[src/rtl/core/sab_pkg.sv]
// Package for the splat alpha blend block: payload structs, control codes,
// fixed-point constants and the exp lookup table builder.
// No dependencies.
package sab_pkg;

  localparam int EXP_DEPTH = 256;
  localparam int EXP_IDX_W = $clog2(EXP_DEPTH);
  localparam int QDEPTH = 8;
  localparam int QPTR_W = $clog2(QDEPTH);

  localparam logic [15:0] LIST_CAP = 16'hFFFF;
  localparam logic [15:0] ALPHA_CAP = 16'd64880;
  localparam logic [16:0] ONE_Q16 = 17'd65536;
  localparam logic [32:0] STOP_LIMIT = 33'd429497;
  localparam logic [23:0] ACC_MAX = 24'hFFFFFF;
  localparam logic [16:0] OUT_MAX = 17'h1FFFF;

  // Series terms of exp(-8/EXP_DEPTH) in Q0.32, and the resulting step ratio.
  localparam longint unsigned EXP_STEP = (64'd8 << 32) / EXP_DEPTH;
  localparam longint unsigned EXP_T1 = ((64'd1 << 32) * EXP_STEP) >> 32;
  localparam longint unsigned EXP_T2 = ((EXP_T1 * EXP_STEP) >> 32) / 2;
  localparam longint unsigned EXP_T3 = ((EXP_T2 * EXP_STEP) >> 32) / 3;
  localparam longint unsigned EXP_T4 = ((EXP_T3 * EXP_STEP) >> 32) / 4;
  localparam longint unsigned EXP_T5 = ((EXP_T4 * EXP_STEP) >> 32) / 5;
  localparam longint unsigned EXP_T6 = ((EXP_T5 * EXP_STEP) >> 32) / 6;
  localparam longint unsigned EXP_T7 = ((EXP_T6 * EXP_STEP) >> 32) / 7;
  localparam longint unsigned EXP_T8 = ((EXP_T7 * EXP_STEP) >> 32) / 8;
  localparam longint unsigned EXP_T9 = ((EXP_T8 * EXP_STEP) >> 32) / 9;
  localparam longint unsigned EXP_T10 = ((EXP_T9 * EXP_STEP) >> 32) / 10;
  localparam longint unsigned EXP_RATIO = (64'd1 << 32) - EXP_T1 + EXP_T2 - EXP_T3
                                          + EXP_T4 - EXP_T5 + EXP_T6 - EXP_T7
                                          + EXP_T8 - EXP_T9 + EXP_T10;

  typedef enum logic [1:0] {
    MODE_SPLAT = 2'd0,
    MODE_LAST  = 2'd1,
    MODE_EMPTY = 2'd2,
    MODE_NONE  = 2'd3
  } mode_t;

  typedef enum logic [1:0] {
    CFG_BG_RED    = 2'd0,
    CFG_BG_GREEN  = 2'd1,
    CFG_BG_BLUE   = 2'd2,
    CFG_BG_ENABLE = 2'd3
  } cfg_idx_t;

  typedef enum logic [2:0] {
    ST_IDLE,
    ST_MUL,
    ST_ACC,
    ST_UPD,
    ST_ENDM,
    ST_ENDO
  } back_state_t;

  typedef struct packed {
    logic [1:0]         mode;
    logic [11:0]        pixel_x;
    logic [11:0]        pixel_y;
    logic signed [23:0] center_x;
    logic signed [23:0] center_y;
    logic signed [31:0] conic_xx;
    logic signed [31:0] conic_xy;
    logic signed [31:0] conic_yy;
    logic [15:0]        opacity;
    logic [15:0]        color_red;
    logic [15:0]        color_green;
    logic [15:0]        color_blue;
  } in_item_t;

  typedef struct packed {
    logic [16:0] out_red;
    logic [16:0] out_green;
    logic [16:0] out_blue;
    logic [16:0] out_transmit;
    logic [15:0] last_contributor;
  } out_item_t;

  typedef struct packed {
    logic [1:0]  mode;
    logic        skip;
    logic [15:0] alpha;
    logic [15:0] color_red;
    logic [15:0] color_green;
    logic [15:0] color_blue;
  } qentry_t;

  typedef struct packed {
    logic [15:0] bg_red;
    logic [15:0] bg_green;
    logic [15:0] bg_blue;
    logic        bg_enable;
  } cfg_t;

  typedef logic [15:0] exp_tab_t [EXP_DEPTH];

  function automatic exp_tab_t build_exp_table();
    exp_tab_t tab;
    longint unsigned cur;
    longint unsigned ent;
    cur = 64'd1 << 32;
    for (int i = 0; i < EXP_DEPTH; i++) begin
      ent = (cur + 64'd32768) >> 16;
      tab[i] = (ent > 64'd65535) ? 16'hFFFF : ent[15:0];
      cur = (cur * EXP_RATIO + (64'd1 << 31)) >> 32;
    end
    tab[0] = 16'hFFFF;
    return tab;
  endfunction

endpackage

[src/rtl/core/sab_queue.sv]
// Short queue between the front pipeline and the compositing back end.
// Depends on sab_pkg.
module sab_queue (
  input  logic                    clk,
  input  logic                    rst_n,
  input  logic                    push,
  input  sab_pkg::qentry_t        wr_entry,
  input  logic                    pop,
  output sab_pkg::qentry_t        head,
  output logic [sab_pkg::QPTR_W:0] count
);

  sab_pkg::qentry_t mem_r [sab_pkg::QDEPTH];
  logic [sab_pkg::QPTR_W-1:0] wr_r, rd_r;
  logic [sab_pkg::QPTR_W:0]   cnt_r;

  always_ff @(posedge clk) begin
    if (!rst_n) begin
      wr_r <= '0;
      rd_r <= '0;
      cnt_r <= '0;
    end else begin
      if (push) wr_r <= wr_r + 1'b1;
      if (pop) rd_r <= rd_r + 1'b1;
      if (push && !pop) cnt_r <= cnt_r + 1'b1;
      else if (pop && !push) cnt_r <= cnt_r - 1'b1;
    end
  end

  always_ff @(posedge clk) begin
    if (push) mem_r[wr_r] <= wr_entry;
  end

  assign head = mem_r[rd_r];
  assign count = cnt_r;

endmodule

[config.mk]
export PLATFORM = sky130hd
export DESIGN_NAME = sab_queue
export DESIGN_NICKNAME = d
export VERILOG_FILES = /design/src/rtl/core/sab_pkg.sv /design/src/rtl/core/sab_queue.sv
export SDC_FILE = /design/constraint.sdc
export NUM_CORES = 1
export LEC_CHECK = 0
export BUFFER_PORTS_ARGS = -buffer_cell sky130_fd_sc_hd__buf_2
export CAP_MARGIN = 20
export CORE_MARGIN = 4
export CORE_UTILIZATION = 49
export DETAILED_ROUTE_END_ITERATION = 16
export GPL_TIMING_DRIVEN = 0
export PLACE_DENSITY = 0.69
export SLEW_MARGIN = 0
export SYNTH_ARGS = -nofsm -noshare
export SYNTH_HDL_FRONTEND = slang
export SYNTH_SLANG_ARGS = --single-unit
[constraint.sdc]
create_clock -name clk -period 14.8 [get_ports clk]
set_input_delay 2.96 -clock clk [delete_from_list [all_inputs] [get_ports clk]]
set_output_delay 2.96 -clock clk [all_outputs]
set_load 0.01 [all_outputs]
Yosys cells after proc, flatten, opt, wreduce, memory -nomap -nowiden --
Memories as Yosys holds them, arrays and structs flattened. A register that Yosys moved wholly into a read port is not among the register bits. Cells that the tools add are included.
Word-level totals: flip-flop bits (word level) 10, word-level logic and storage cells 19, memories 1, output and inout bits 71, RAM bits 536, input port bits 71
Memories:
- mem_r | depth 8, bits a word 67, rd ports 1, clocked after memory_dff 1, wr ports 1, RTL line sab_queue.sv:13 | sab_pkg::qentry_t mem_r [sab_pkg::QDEPTH];
Cells by class: reduce and logical (&&, ||, !) cells 5, multiplexer cells 6, $add $sub $neg 4
Operator list (number):
- $mux W4 | 2
- $add A3 B1 Y3 const B | 2
- $mux W3 | 2
- $add A4 B1 Y4 const B | 1
- $sub A4 B1 Y4 const B | 1
- $logic_and A1 B1 Y1 | 2
- $logic_not A1 Y1 | 2
- $mux W1 | 2
- $reduce_bool A2 Y1 | 1

Depth between registers and ports, before layout --
word-level depth 4, depth in mapped cells 8, gate-level depth less buffers 8

Worst setup path after synthesis --
OpenSTA, ideal clock, no wires.
path type input to register, start input push, end memory mem_r[0][0] (netlist name) (enable), required time 14.225 ns, path slack 6.619 ns, buffers on the path 0, setup time 0.575 ns, data arrival time 7.606 ns, stages 2, cell sequence nand2b_1 nor3_1
On the way: word-level cells in the longest chain between the ends 2
RTL lines:
- start: declaration | RTL line sab_queue.sv:6 | input logic push,
- $mux W1 | RTL line sab_queue.sv:31 | if (push) mem_r[wr_r] <= wr_entry;
- $mux W1 (not written as such) | RTL line sab_queue.sv:31
- end: declaration | RTL line sab_queue.sv:13
Every way passes these cells.

==> results.py <==
metrics = {
    "global_routing": {
        "grt_start_max_net_pins": 26,
        "gr-usage-all-layers_pct": 18.1,
        "antenna_found_initial": 4,
        "grt_pass1_vias": 10017,
        "grt_pass1_wl_mm": 62.9,
        "gr-total-overflow": 0,
    },
    "clock_network": {
        "clkTransAtPathRegs_ns": 0.06,
        "h-tree-depth": 2,
        "cts_tree": "yes",
        "ctsHoldBuffers": 0,
        "cts_setup_buffers": 0,
        "cts_root_buf": "clkbuf_16",
        "clock-sinks": 549,
        "cts_resized": 0,
        "cts.path.max_buffers": 3,
        "numCtsBuffers": 52,
        "clkLatencyLatePin_ns": 0.58,
    },
    "worst_hold_path": {
        "hold_path_class": "reg2reg",
        "min_to": "count[3]",
        "min_path_cells": 2,
        "hp-start": "count[3]",
    },
    "timing": {
        "period_share_pct": 40.8,
        "hold_viol": 0,
        "final_max_slew_viol_count": 0,
        "setup-tns-final_ns": 0,
        "clock.fmax_mhz": 165,
        "rsz0062_at_grt": "no",
        "finalCriticalPeriod_ns": 6.04,
        "whs_ns": 0.475,
        "clock_skew_ns": 0.00874,
        "worstMarginPinSlew_ns": 1.04,
        "maxSlewHeadroom_pct": 30.6,
        "finalSetupViolations": 0,
    },
    "synthesis": {
        "syn_area_per_cell_um2": 25.0,
        "synth.distinct_cells": 29,
        "syn-num-nets": 918,
        "syn-cell-area_um2": 21100,
        "syn_inst": 841,
        "yosys_warnings": 0,
        "ys_seq_area_share_pct": 77.6,
        "ys_seq_elements": 549,
        "synth_top_area_cell": "edfxtp_1",
        "synth_top_area_share_pct": 76.4,
        "synth.area.top_cells": "edfxtp_1 (76%), mux4_2 (13%), mux2_4 (4.3%), mux4_1 (2.0%), dfxtp_1 (1.2%)",
    },
    "layout": {
        "final_layout_size_suffix_gt1_share_pct": 42.1,
        "fin_cells": 1648,
        "layout_commonest_cell": "edfxtp_1",
        "final_util_pct": 58.2,
        "syn_to_final_growth_pct": 16.8,
        "nFillCells": 3053,
        "final_cell_mix": "edfxtp_1 (536), buf_2 (156), mux4_2 (118)",
        "nets": 1145,
        "fin_area_um2": 24600,
    },
    "critical_path": {
        "slowest_stage": "clkbuf_1",
        "crit_type": "reg2out",
        "crit_top_cell": "buf_2",
        "cp-end-kind": "output port",
        "crit_family": "buffers and inverters",
        "crit_fanout": 10,
        "crit_buf_inv": 4,
        "rr_endpoint": "mem_r[0][34]",
        "r2r_setup_slack_ns": 12.57,
        "rr_worst_depth": 6,
        "cp_slowest_stage_delay_ns": 0.57,
        "worst_ep_arrival_time_ns": 3.08,
        "r2r-start": "wr_r[2]",
        "cp.required_ns": 11.84,
        "start_kind": "register",
        "crit_chain": "clkbuf_1, buf_2, buf_2, mux4_2, mux2_4, buf_2",
    },
    "place": {
        "dp.cells": 1553,
        "portBuffers": 141,
        "dp_hpwl_mm": 25.8,
        "placed_cell_area_um2": 23000,
        "place_congestion": 0.695,
    },
    "floorplanning": {
        "pin_count": 142,
        "die_w_um": 215,
        "fp.dieH_um": 215,
        "core_um2": 42200,
        "rows": 75,
        "initial_core_util_pct": 49.9,
        "dieArea_um2": 46400,
    },
    "drt": {
        "vias_per_cell": 5.62,
        "wl_per_cell_um": 25.1,
        "drt_wl_total_mm": 41.3,
        "dr.pass1.iters": 5,
        "final_antenna_net_count": 0,
        "num_vias": 9262,
        "detail_route.iter0.violations": 617,
        "drcViolationCount": 0,
    },
    "power_and_ir_drop": {
        "p_leak_uw": 0.00811,
        "ir_drop_mv": 0.101,
        "powerDensity_nw_per_um2": 135,
    },
    "status": {
        "outcome": "finished, final reports clean",
    },
    "job": {
        "cap_violations": 0,
    },
}
## state kept, by name, indices dropped and copies added, names as in the netlist, named ones only
name / cells
mem_r: 536
count: 4
rd_r: 3
wr_r: 3
## cell families after synthesis
family / synth area share (%)
AOI/OAI and AO/OA: 0.113
xor gates and xnor gates: 0.249
adders and majority gates: 0.392
buffers and inverters: 1.43
DFF: 77.6
muxes: 19.5
and+or+nand+nor: 0.719
## worst max-delay path by stage
stage / startpoint / to / slack (ns) / cells after the start
after CTS: register / head[51] / 8.65 / 6
after floorplan: push / mem_r[0][0] / 6.62 / 2
after detailed placement: register / head[24] / 9.27 / 6
after global placement: push / mem_r[4][33] / 1.34 / 3
final: register / head[58] / 8.76 / 6
after global routing: register / head[10] / 8.57 / 6
## worst min-delay path, stage by stage, from the launching register on
cell	delay, ns
dfxtp_1	0.31
nand2_1	0.05
mux2i_1	0.06
## cell usage after synthesis, drive strengths merged
master	n
edfxtp	536
mux4	134
mux2	67
buf	26
clkbuf	13
dfxtp	13
and2	7
nor2	7
nand2	6
ha	5
mux2i	4
nand2b	4
xnor2	4
nor2b	3
inv	2
nor3	2
xor2	2
a211oi	1
a21oi	1
a31oi	1
fa	1
nand3	1
o21ai	1
## power by group
group          leakage, uW  switching, uW  total, uW  internal [uW]
Clock             0.000790            544       1250            706
Sequential         0.00498           10.6       1760           1750
Combinational      0.00235            158        322            164
## stage by stage
stage | worst slack, ns | power [uW]
floorplan | 6.62 | 2000
global placement | 1.34 | 2110
detailed placement | 9.27 | 2120
CTS | 8.65 | 3370
global route | 8.57 | 3460
finish | 8.76 | 3330
## layout make-up
cell class,instances,area (um2),share of cell area (%)
timing repair buffer,173,1200,4.89
multi-input combinational,251,4460,18.1
clock inverter,32,235,0.956
sequential,549,16400,66.5
antenna,1,2.50,0.0102
buffer,39,294,1.20
tap,539,674,2.74
clock buffer,62,1360,5.53
inverter,2,7.51,0.0305
## per-layer routing
layer  part of all wire (%)  vias to the layer above  GRT usage, %  wire length, um
met4                    2.0                        6          4.72              818
li1                       -                     4052             -                -
met2                     50                      210          29.6            20600
met3                    4.5                       62          3.23             1850
met1                     44                     4932          25.7            18000
met5                   0.10                        -             0               42
Power figures use the tool's default switching activity.
